File: config.mk
export PLATFORM = sky130hd
export DESIGN_NAME = rsa_private_exponent
export DESIGN_NICKNAME = d
export VERILOG_FILES = /design/src/rtl/core/rpe_pkg.sv /design/src/rtl/core/rpe_divider.sv /design/src/rtl/core/rpe_datapath.sv /design/src/rtl/core/rpe_ctrl.sv /design/src/rtl/core/rsa_private_exponent.sv
export VERILOG_INCLUDE_DIRS = /design/src /design/src/rtl/core
export SDC_FILE = /design/constraint.sdc
export NUM_CORES = 2
export LEC_CHECK = 0
export BUFFER_PORTS_ARGS = -buffer_cell sky130_fd_sc_hd__buf_2
export CORE_MARGIN = 1
export CORE_UTILIZATION = 50
export DETAILED_ROUTE_END_ITERATION = 10
export PLACE_DENSITY_LB_ADDON = 0.08
export SLEW_MARGIN = 20
export SYNTH_ARGS = -nofsm -noshare
export SYNTH_HDL_FRONTEND = slang
export SYNTH_SLANG_ARGS = --single-unit
File: constraint.sdc
create_clock -name i_clk -period 18.6 [get_ports i_clk]
set_input_delay 1.86 -clock i_clk [delete_from_list [all_inputs] [get_ports i_clk]]
set_output_delay 1.86 -clock i_clk [all_outputs]
set_load 0.02 [all_outputs]
File: src/rtl/core/assert_macros.svh
// Assertion macros shared by the RTL modules
`ifndef ASSERT_MACROS_SVH
`define ASSERT_MACROS_SVH

// same-cycle implication, disabled in reset
`define RPE_ASSERT_IMP(label, clk, rst_n, ante, cons) \
    label: assert property (@(posedge clk) disable iff (!rst_n) (ante) |-> (cons)) \
        else $error("assertion failed");

// next-cycle implication, disabled in reset
`define RPE_ASSERT_NEXT(label, clk, rst_n, ante, cons) \
    label: assert property (@(posedge clk) disable iff (!rst_n) (ante) |=> (cons)) \
        else $error("assertion failed");

`endif

File: src/rtl/core/rpe_pkg.sv
// Types, codes and constants of the RSA private exponent block
package rpe_pkg;

    localparam int PRIME_BITS_DEF = 16;
    localparam int IN_W           = 16;
    localparam int DATA_W         = 32;

    typedef enum logic [1:0] {
        ST_OK          = 2'd0,
        ST_P_NOT_PRIME = 2'd1,
        ST_Q_NOT_PRIME = 2'd2,
        ST_NOT_COPRIME = 2'd3
    } t_status;

    typedef enum logic [4:0] {
        OP_NONE,
        OP_LOAD,
        OP_TEST_P,
        OP_TEST_Q,
        OP_DIV_TRIAL,
        OP_TRIAL_NEXT,
        OP_GCD1_INIT,
        OP_DIV_EUC,
        OP_EUC_STEP,
        OP_DIV_LAM,
        OP_LAM_MUL,
        OP_GCD2_INIT,
        OP_INV_INIT,
        OP_DIV_RED,
        OP_RED_DONE,
        OP_FIN1,
        OP_FIN2,
        OP_SET_STATUS,
        OP_PUBLISH
    } t_op;

    typedef struct packed {
        t_op     op;
        t_status status;
    } t_cmd;

    typedef struct packed {
        logic div_done;
        logic rem_zero;
        logic x_lt2;
        logic x_two;
        logic x_even;
        logic sq_gt_x;
        logic r1_zero;
        logic r0_one;
        logic lam_gt_one;
    } t_dstat;

    typedef enum logic [4:0] {
        S_IDLE,
        S_TP_INIT,
        S_T_CHK,
        S_T_WAIT,
        S_G1_INIT,
        S_EUC_CHK,
        S_EUC_WAIT,
        S_LAM_DIV,
        S_LAM_WAIT,
        S_G2_INIT,
        S_INV_INIT,
        S_RED,
        S_RED_WAIT,
        S_FIN1,
        S_FIN2,
        S_FINISH
    } t_state;

    typedef enum logic [1:0] {
        PH_G1,
        PH_G2,
        PH_INV
    } t_phase;

endpackage

File: src/rtl/core/rpe_divider.sv
// Restoring divider, one quotient bit per cycle, with quotient-times-addend accumulation
`include "assert_macros.svh"

module rpe_divider #(
    parameter int W = 32
) (
    input  logic         i_clk,
    input  logic         i_rst_n,
    input  logic         i_start,
    input  logic [W-1:0] i_dividend,
    input  logic [W-1:0] i_divisor,
    input  logic [W-1:0] i_addend,
    output logic         o_done,
    output logic [W-1:0] o_quot,
    output logic [W-1:0] o_rem,
    output logic [W-1:0] o_acc
);

    localparam int CNT_W = $clog2(W);

    logic             r_busy, n_busy;
    logic             r_done, n_done;
    logic [CNT_W-1:0] r_cnt;
    logic [W-1:0]     r_rem, r_quo, r_acc, r_dsr, r_add;
    logic [W:0]       w_shift, w_diff;
    logic             w_ge;

    assign w_shift = {r_rem, r_quo[W-1]};
    assign w_diff  = w_shift - {1'b0, r_dsr};
    assign w_ge    = !w_diff[W];

    always_comb begin
        n_busy = r_busy;
        n_done = 1'b0;
        if (i_start) begin
            n_busy = 1'b1;
        end else if (r_busy && (r_cnt == '0)) begin
            n_busy = 1'b0;
            n_done = 1'b1;
        end
    end

    always_ff @(posedge i_clk) begin
        if (!i_rst_n) begin
            r_busy <= 1'b0;
            r_done <= 1'b0;
        end else begin
            r_busy <= n_busy;
            r_done <= n_done;
        end
    end

    always_ff @(posedge i_clk) begin
        if (i_start) begin
            r_cnt <= CNT_W'(W - 1);
            r_rem <= '0;
            r_quo <= i_dividend;
            r_acc <= '0;
            r_dsr <= i_divisor;
            r_add <= i_addend;
        end else if (r_busy) begin
            r_cnt <= r_cnt - CNT_W'(1);
            r_rem <= w_ge ? w_diff[W-1:0] : w_shift[W-1:0];
            r_quo <= {r_quo[W-2:0], w_ge};
            r_acc <= {r_acc[W-2:0], 1'b0} + (w_ge ? r_add : '0);
        end
    end

    assign o_done = r_done;
    assign o_quot = r_quo;
    assign o_rem  = r_rem;
    assign o_acc  = r_acc;

    `RPE_ASSERT_IMP(a_start_when_idle, i_clk, i_rst_n, i_start, !r_busy)
    `RPE_ASSERT_NEXT(a_done_single, i_clk, i_rst_n, r_done, !r_done && !r_busy)

endmodule

File: src/rtl/core/rpe_datapath.sv
// Datapath: operand registers, multiplier, divider and result registers
module rpe_datapath #(
    parameter int PRIME_BITS = rpe_pkg::PRIME_BITS_DEF
) (
    input  logic                       i_clk,
    input  logic                       i_rst_n,
    input  rpe_pkg::t_cmd              i_cmd,
    input  logic [rpe_pkg::IN_W-1:0]   i_prime_p,
    input  logic [rpe_pkg::IN_W-1:0]   i_prime_q,
    input  logic [rpe_pkg::DATA_W-1:0] i_public_exponent,
    output rpe_pkg::t_dstat            o_stat,
    output logic [rpe_pkg::DATA_W-1:0] o_private_exponent,
    output logic [rpe_pkg::DATA_W-1:0] o_modulus,
    output rpe_pkg::t_status           o_status
);

    import rpe_pkg::*;

    localparam int PB   = PRIME_BITS;
    localparam int LW   = 2 * PB;
    localparam int W    = (LW > DATA_W) ? LW : DATA_W;
    localparam int SQ_W = PB + 2;

    logic [PB-1:0]     r_p, r_q, r_x, r_dv;
    logic [SQ_W-1:0]   r_sq;
    logic [DATA_W-1:0] r_e, r_n, r_d;
    logic [W-1:0]      r_r0, r_r1, r_m0, r_m1, r_lam, r_mag;
    logic              r_idx;
    t_status           r_status;
    logic [DATA_W-1:0] r_o_d, r_o_n;
    t_status           r_o_st;

    logic [PB-1:0]     w_pm, w_qm, w_a, w_b, w_ma, w_mb;
    logic [LW-1:0]     w_prod;
    logic              w_start, w_done;
    logic [W-1:0]      w_dvd, w_dsr, w_add, w_quo, w_rem, w_acc, w_dfull;

    assign w_pm = PB'(i_prime_p);
    assign w_qm = PB'(i_prime_q);
    assign w_a  = r_p - PB'(1);
    assign w_b  = r_q - PB'(1);

    assign w_ma   = (i_cmd.op == OP_LOAD) ? w_pm : w_quo[PB-1:0];
    assign w_mb   = (i_cmd.op == OP_LOAD) ? w_qm : w_b;
    assign w_prod = LW'(w_ma) * LW'(w_mb);

    always_comb begin
        w_start = 1'b0;
        w_dvd   = r_r0;
        w_dsr   = r_r1;
        w_add   = '0;
        unique case (i_cmd.op)
            OP_DIV_TRIAL: begin
                w_start = 1'b1;
                w_dvd   = W'(r_x);
                w_dsr   = W'(r_dv);
            end
            OP_DIV_EUC: begin
                w_start = 1'b1;
                w_add   = r_m1;
            end
            OP_DIV_LAM: begin
                w_start = 1'b1;
                w_dvd   = W'(w_a);
                w_dsr   = r_r0;
            end
            OP_DIV_RED: begin
                w_start = 1'b1;
                w_dvd   = r_r1;
                w_dsr   = r_r0;
            end
            default: begin
            end
        endcase
    end

    rpe_divider #(
        .W (W)
    ) u_div (
        .i_clk      (i_clk),
        .i_rst_n    (i_rst_n),
        .i_start    (w_start),
        .i_dividend (w_dvd),
        .i_divisor  (w_dsr),
        .i_addend   (w_add),
        .o_done     (w_done),
        .o_quot     (w_quo),
        .o_rem      (w_rem),
        .o_acc      (w_acc)
    );

    assign w_dfull = r_idx ? r_mag : ((r_mag == '0) ? '0 : (r_lam - r_mag));

    always_ff @(posedge i_clk) begin
        unique case (i_cmd.op)
            OP_LOAD: begin
                r_p <= w_pm;
                r_q <= w_qm;
                r_e <= i_public_exponent;
                r_n <= DATA_W'(w_prod);
            end
            OP_TEST_P: begin
                r_x  <= r_p;
                r_dv <= PB'(3);
                r_sq <= SQ_W'(9);
            end
            OP_TEST_Q: begin
                r_x  <= r_q;
                r_dv <= PB'(3);
                r_sq <= SQ_W'(9);
            end
            OP_TRIAL_NEXT: begin
                r_dv <= r_dv + PB'(2);
                r_sq <= r_sq + {r_dv, 2'b00} + SQ_W'(4);
            end
            OP_GCD1_INIT: begin
                r_r0 <= W'(w_a);
                r_r1 <= W'(w_b);
            end
            OP_EUC_STEP: begin
                r_r0  <= r_r1;
                r_r1  <= w_rem;
                r_m0  <= r_m1;
                r_m1  <= r_m0 + w_acc;
                r_idx <= ~r_idx;
            end
            OP_LAM_MUL: begin
                r_lam <= W'(w_prod);
            end
            OP_GCD2_INIT: begin
                r_r0 <= W'(r_e);
                r_r1 <= r_lam;
            end
            OP_INV_INIT: begin
                r_r0  <= r_lam;
                r_r1  <= W'(r_e);
                r_m0  <= '0;
                r_m1  <= W'(1);
                r_idx <= 1'b0;
            end
            OP_RED_DONE: begin
                r_r1 <= w_rem;
            end
            OP_FIN1: begin
                r_mag <= (r_m0 >= r_lam) ? (r_m0 - r_lam) : r_m0;
            end
            OP_FIN2: begin
                r_d      <= DATA_W'(w_dfull);
                r_status <= ST_OK;
            end
            OP_SET_STATUS: begin
                r_d      <= '0;
                r_status <= i_cmd.status;
            end
            OP_PUBLISH: begin
                r_o_d  <= r_d;
                r_o_n  <= r_n;
                r_o_st <= r_status;
            end
            default: begin
            end
        endcase
    end

    always_comb begin
        o_stat.div_done   = w_done;
        o_stat.rem_zero   = (w_rem == '0);
        o_stat.x_lt2      = (r_x < PB'(2));
        o_stat.x_two      = (r_x == PB'(2));
        o_stat.x_even     = !r_x[0];
        o_stat.sq_gt_x    = (r_sq > SQ_W'(r_x));
        o_stat.r1_zero    = (r_r1 == '0);
        o_stat.r0_one     = (r_r0 == W'(1));
        o_stat.lam_gt_one = (r_lam > W'(1));
    end

    assign o_private_exponent = r_o_d;
    assign o_modulus          = r_o_n;
    assign o_status           = r_o_st;

endmodule

File: src/rtl/core/rpe_ctrl.sv
// Controller: sequences primality tests, gcd, lcm and inverse, and owns the handshakes
`include "assert_macros.svh"

module rpe_ctrl (
    input  logic            i_clk,
    input  logic            i_rst_n,
    input  logic            i_in_valid,
    output logic            o_in_ready,
    output logic            o_out_valid,
    input  logic            i_out_ready,
    output rpe_pkg::t_cmd   o_cmd,
    input  rpe_pkg::t_dstat i_stat
);

    import rpe_pkg::*;

    t_state r_state, n_state;
    t_phase r_phase, n_phase;
    logic   r_which, n_which;
    logic   r_out_valid, n_out_valid;

    always_ff @(posedge i_clk) begin
        if (!i_rst_n) begin
            r_state     <= S_IDLE;
            r_phase     <= PH_G1;
            r_which     <= 1'b0;
            r_out_valid <= 1'b0;
        end else begin
            r_state     <= n_state;
            r_phase     <= n_phase;
            r_which     <= n_which;
            r_out_valid <= n_out_valid;
        end
    end

    always_comb begin
        n_state      = r_state;
        n_phase      = r_phase;
        n_which      = r_which;
        o_cmd.op     = OP_NONE;
        o_cmd.status = ST_OK;
        unique case (r_state)
            S_IDLE: begin
                if (i_in_valid) begin
                    o_cmd.op = OP_LOAD;
                    n_state  = S_TP_INIT;
                end
            end
            S_TP_INIT: begin
                o_cmd.op = OP_TEST_P;
                n_which  = 1'b0;
                n_state  = S_T_CHK;
            end
            S_T_CHK: begin
                priority if (i_stat.x_lt2 || (i_stat.x_even && !i_stat.x_two)) begin
                    o_cmd.op     = OP_SET_STATUS;
                    o_cmd.status = r_which ? ST_Q_NOT_PRIME : ST_P_NOT_PRIME;
                    n_state      = S_FINISH;
                end else if (i_stat.x_two || i_stat.sq_gt_x) begin
                    if (!r_which) begin
                        o_cmd.op = OP_TEST_Q;
                        n_which  = 1'b1;
                    end else begin
                        n_state = S_G1_INIT;
                    end
                end else begin
                    o_cmd.op = OP_DIV_TRIAL;
                    n_state  = S_T_WAIT;
                end
            end
            S_T_WAIT: begin
                if (i_stat.div_done) begin
                    if (i_stat.rem_zero) begin
                        o_cmd.op     = OP_SET_STATUS;
                        o_cmd.status = r_which ? ST_Q_NOT_PRIME : ST_P_NOT_PRIME;
                        n_state      = S_FINISH;
                    end else begin
                        o_cmd.op = OP_TRIAL_NEXT;
                        n_state  = S_T_CHK;
                    end
                end
            end
            S_G1_INIT: begin
                o_cmd.op = OP_GCD1_INIT;
                n_phase  = PH_G1;
                n_state  = S_EUC_CHK;
            end
            S_EUC_CHK: begin
                if (i_stat.r1_zero) begin
                    unique case (r_phase)
                        PH_G1: n_state = S_LAM_DIV;
                        PH_G2: begin
                            priority if (!i_stat.r0_one) begin
                                o_cmd.op     = OP_SET_STATUS;
                                o_cmd.status = ST_NOT_COPRIME;
                                n_state      = S_FINISH;
                            end else if (i_stat.lam_gt_one) begin
                                n_state = S_INV_INIT;
                            end else begin
                                o_cmd.op     = OP_SET_STATUS;
                                o_cmd.status = ST_OK;
                                n_state      = S_FINISH;
                            end
                        end
                        PH_INV:  n_state = S_FIN1;
                        default: n_state = S_IDLE;
                    endcase
                end else begin
                    o_cmd.op = OP_DIV_EUC;
                    n_state  = S_EUC_WAIT;
                end
            end
            S_EUC_WAIT: begin
                if (i_stat.div_done) begin
                    o_cmd.op = OP_EUC_STEP;
                    n_state  = S_EUC_CHK;
                end
            end
            S_LAM_DIV: begin
                o_cmd.op = OP_DIV_LAM;
                n_state  = S_LAM_WAIT;
            end
            S_LAM_WAIT: begin
                if (i_stat.div_done) begin
                    o_cmd.op = OP_LAM_MUL;
                    n_state  = S_G2_INIT;
                end
            end
            S_G2_INIT: begin
                o_cmd.op = OP_GCD2_INIT;
                n_phase  = PH_G2;
                n_state  = S_EUC_CHK;
            end
            S_INV_INIT: begin
                o_cmd.op = OP_INV_INIT;
                n_state  = S_RED;
            end
            S_RED: begin
                o_cmd.op = OP_DIV_RED;
                n_state  = S_RED_WAIT;
            end
            S_RED_WAIT: begin
                if (i_stat.div_done) begin
                    o_cmd.op = OP_RED_DONE;
                    n_phase  = PH_INV;
                    n_state  = S_EUC_CHK;
                end
            end
            S_FIN1: begin
                o_cmd.op = OP_FIN1;
                n_state  = S_FIN2;
            end
            S_FIN2: begin
                o_cmd.op = OP_FIN2;
                n_state  = S_FINISH;
            end
            S_FINISH: begin
                if (!r_out_valid || i_out_ready) begin
                    o_cmd.op = OP_PUBLISH;
                    n_state  = S_IDLE;
                end
            end
            default: n_state = S_IDLE;
        endcase
    end

    always_comb begin
        n_out_valid = r_out_valid;
        if (o_cmd.op == OP_PUBLISH) begin
            n_out_valid = 1'b1;
        end else if (r_out_valid && i_out_ready) begin
            n_out_valid = 1'b0;
        end
    end

    assign o_in_ready  = (r_state == S_IDLE);
    assign o_out_valid = r_out_valid;

    `RPE_ASSERT_IMP(a_publish_free, i_clk, i_rst_n, o_cmd.op == OP_PUBLISH, !r_out_valid || i_out_ready)
    `RPE_ASSERT_NEXT(a_accept_busy, i_clk, i_rst_n, i_in_valid && o_in_ready, !o_in_ready)
    `RPE_ASSERT_NEXT(a_publish_valid, i_clk, i_rst_n, o_cmd.op == OP_PUBLISH, o_out_valid)

endmodule

File: src/rtl/core/rsa_private_exponent.sv
// Divisions (D trial divisions, E Euclid steps and other divisions) all run on one divider of width W,
// W = 32 at PRIME_BITS 16 (W = max(32, 2*PRIME_BITS)); the shared one-bit-per-cycle divider
// works them one after another, and one item is worked at a time.
// Throughput: the next item is taken once the previous one is done, while its result waits.
// Reset (i_rst_n low, synchronous) clears the controller and divider; no item is pending after.
module rsa_private_exponent #(
    parameter int PRIME_BITS = rpe_pkg::PRIME_BITS_DEF
) (
    input  logic                       i_clk,
    input  logic                       i_rst_n,
    input  logic                       i_in_valid,
    output logic                       o_in_ready,
    input  logic [rpe_pkg::IN_W-1:0]   i_prime_p,
    input  logic [rpe_pkg::IN_W-1:0]   i_prime_q,
    input  logic [rpe_pkg::DATA_W-1:0] i_public_exponent,
    output logic                       o_out_valid,
    input  logic                       i_out_ready,
    output logic [rpe_pkg::DATA_W-1:0] o_private_exponent,
    output logic [rpe_pkg::DATA_W-1:0] o_modulus,
    output logic [1:0]                 o_status
);

    import rpe_pkg::*;

    t_cmd    w_cmd;
    t_dstat  w_stat;
    t_status w_status;

    rpe_ctrl u_ctrl (
        .i_clk       (i_clk),
        .i_rst_n     (i_rst_n),
        .i_in_valid  (i_in_valid),
        .o_in_ready  (o_in_ready),
        .o_out_valid (o_out_valid),
        .i_out_ready (i_out_ready),
        .o_cmd       (w_cmd),
        .i_stat      (w_stat)
    );

    rpe_datapath #(
        .PRIME_BITS (PRIME_BITS)
    ) u_dp (
        .i_clk              (i_clk),
        .i_rst_n            (i_rst_n),
        .i_cmd              (w_cmd),
        .i_prime_p          (i_prime_p),
        .i_prime_q          (i_prime_q),
        .i_public_exponent  (i_public_exponent),
        .o_stat             (w_stat),
        .o_private_exponent (o_private_exponent),
        .o_modulus          (o_modulus),
        .o_status           (w_status)
    );

    assign o_status = w_status;

endmodule
==> impl_metrics.yaml <==
synth:
  synth_cell_types: 89
  syn-instance-count: 4196
  ys_seq_area_frac: 0.413
  synth_seq_cells: 610
  synth_fp_nets: 4772
  avgSynthCellArea_um2: 10.1
  synth-async-reset-ratio: 0
  synth.cell_area_um2: 42500
  synth-edff-count: 531
  ys.flop_type: "edfxtp_1"
  synth_warnings: 0
clock_network:
  path_clk_slew_ns: 0.06
  cts-resized-gates: 0
  htree_levels: 3
  clock_latency_ns: 0.64
  root_buffer: "clkbuf_16"
  clk_path_buf_depth: 3
  hold_buffers: 0
  cts_sinks: 610
  cts_buffers: 71
  cts_tree: "done"
  post-cts-setup-buffers: 0
global_routing:
  grt.overflow.total: 0
  grt_pass1_wl_um: 191000
  antenna_found_initial: 3
  grt_max_degree: 83
  grt_pass1_vias: 30900
  grt_use_total: 0.296
floorplan:
  die_area_um2: 86100
  core_region_area_um2: 83800
  start_util: 0.507
  die_w_um: 293
  rows: 106
  die_h_um: 293
  pin_count: 136
sta:
  relSlewSlack: 0.246
  tightestPinTransition_ns: 1.12
  max_freq_mhz: 112
  setup_tns_ns: 0
  slew_violations: 0
  grt_setup_unrepaired: "no"
  setup_viol: 0
  holdWs_ns: 0.417
  final.period_utilization: 0.482
  hold_viol: 0
  fin_crit_ns: 8.96
  fin_skew_ns: 0.0331
routing:
  drc: 0
  drtAntennaViolNets: 0
  drt_pass1_iterations: 10
  dr_total_vias: 32200
  wl_per_cell_um: 23.2
  vias_per_cell: 5.86
  routed_wl_um: 128000
  drtIter0Drc: 3358
placed_design:
  dp_hpwl_um: 95500
  gp_congestion: 0.929
  io_buffer_count: 135
outcome:
  status: "completed"
cells_and_area:
  seqCellArea_um2: 17500
  fill_cells: 7604
  multiInputGateArea_um2: 22800
  syn2layout_area_growth_pct: 10.2
  drive_gt1_frac: 0.0923
  final_nets: 4883
  utilization: 0.559
setup_path:
  r2r_setup_slack_ns: 9.80
  worst-r2r-cell-count: 28
  arrival_ns: 9.33
  reg2reg_to: "u_dp.r_lam[31]"
  crit_type: "in2reg"
  timing.rr.start: "u_ctrl.r_state[0]"
  worstPathRequired_ns: 18.96
  start_kind: "input port"
  critical_path.max_fanout: 65
  crit_path_end: "u_dp.r_lam[31]"
  end_kind: "flop"
  startpoint: "i_in_valid"
worst_hold_path:
  hold_class: "reg2reg"
flow_run:
  drv_cap: 0
-- critical path, cell delays in order --
cell and delay (ns):
buf_2 0.11, nand2_2 0.04, buf_4 0.63, inv_4 0.44, o21bai_1 0.92, nor2_1 0.15, fa_1 0.61, fa_1 0.43
fa_1 0.51, fa_1 0.42, fa_1 0.49, inv_1 0.05, fa_1 0.47, inv_1 0.04, ha_1 0.37, a21oi_1 0.09
o21bai_1 0.16, a21oi_1 0.11, nor2b_1 0.10, o21ai_0 0.10, a31oi_1 0.41, a41oi_1 0.20, a31oi_1 0.26, o21a_1 0.14
nor2_1 0.04, xnor2_1 0.13
-- metal layers --
metal	vias up	share of wire	wire length, um	track usage
met1	15700	0.44	55600	0.411
met5	-	0.00017	22	0
met3	238	0.076	9660	0.0502
met4	4	0.036	4610	0.100
li1	15100	-	-	-
met2	1216	0.45	57700	0.468
-- layout by cell type, fill, tap and decap left out, types with 35 or more instances in the layout --
master | Yosys | routed
o21ai_0 | 161 | 160
fa_1 | 200 | 200
mux2i_1 | 43 | 43
and2_1 | 73 | 73
dfxtp_1 | 79 | 78
a222oi_1 | 67 | 67
nand2_1 | 370 | 369
xnor2_1 | 115 | 115
nor2_1 | 454 | 448
buf_2 | 1 | 135
mux2_2 | 42 | 42
nor2b_1 | 72 | 72
a22oi_1 | 35 | 35
ha_1 | 308 | 308
buf_4 | 1 | 50
nand2b_1 | 50 | 50
o21a_1 | 48 | 48
clkbuf_16 | 0 | 73
inv_1 | 451 | 450
a21oi_1 | 251 | 249
edfxtp_1 | 531 | 531
nor4_1 | 51 | 51
xor2_1 | 84 | 83
a21o_1 | 95 | 95
nor3_1 | 56 | 54
nand3_1 | 46 | 46
-- logic make-up (layout without fill, tap and decap cells) --
kind of cell	after synthesis	in the layout	share of synthesized area
DFF	610	610	0.413
other	0	1	0
and+or+nand+nor	1283	1283	0.139
adders and majority gates	508	508	0.185
xor gates and xnor gates	201	201	0.0420
AOI/OAI and AO/OA	909	909	0.146
muxes	85	85	0.0213
buffers and inverters	600	768	0.0539
-- how the worst min path moves through the flow --
stage / from / endpoint / slack (ns) / depth (start not counted)
detailed placement: u_dp.r_n[20] / u_dp.o_modulus[20] / 0.40 / 0
finish: u_dp.r_d[23] / u_dp.o_private_exponent[23] / 0.42 / 0
floorplan: u_dp.r_n[0] / u_dp.o_modulus[0] / 0.40 / 0
global route: u_dp.r_n[15] / u_dp.o_modulus[15] / 0.42 / 0
global placement: u_dp.r_d[29] / u_dp.o_private_exponent[29] / 0.40 / 0
CTS: u_dp.r_n[5] / u_dp.o_modulus[5] / 0.41 / 0
-- stage by stage --
step | cells | area (um^2) | setup WS (ns)
2_1_floorplan | 4196 | 42500 | 8.73
3_3_place_gp | 5367 | 44500 | 9.16
3_5_place_dp | 5367 | 44500 | 9.07
4_1_cts | 5497 | 46800 | 9.72
5_1_grt | 5498 | 46800 | 9.16
6_report | 5499 | 46800 | 9.64
-- synthesized netlist by cell type (13+ instances only) --
master	count	area share
edfxtp_1	531	0.38
nor2_1	454	0.040
inv_1	451	0.040
nand2_1	370	0.033
ha_1	308	0.091
a21oi_1	251	0.030
fa_1	200	0.094
o21ai_0	161	0.019
clkbuf_1	128	0.011
xnor2_1	115	0.024
a21o_1	95	0.017
xor2_1	84	0.017
dfxtp_1	79	0.037
and2_1	73	0.011
nor2b_1	72	0.011
a222oi_1	67	0.016
nor3_1	56	0.0066
nor4_1	51	0.0075
nand2b_1	50	0.0074
o21a_1	48	0.0085
nand3_1	46	0.0054
mux2i_1	43	0.010
mux2_2	42	0.011
a22oi_1	35	0.0062
nand4_1	27	0.0040
o21bai_1	27	0.0048
a31oi_1	25	0.0037
o211ai_1	21	0.0037
or2_2	20	0.0029
and3_1	18	0.0027
a211oi_1	17	0.0030
o31ai_1	15	0.0027
a22o_1	14	0.0029
buf_1	14	0.0012
or3_1	13	0.0019
-- final cells by class --
class	instances	share of cell area
diodes	1	0.0000535
clock buffers	95	0.0416
clock inverters	35	0.00759
inverters	452	0.0364
multi-input cells	2986	0.487
flip-flops and latches	610	0.374
well taps	1134	0.0303
repair buffers	186	0.0230
Power is left out: the tool's default activity adds up to more than one toggle a clock period on the data nets, which glitch-free logic cannot reach.
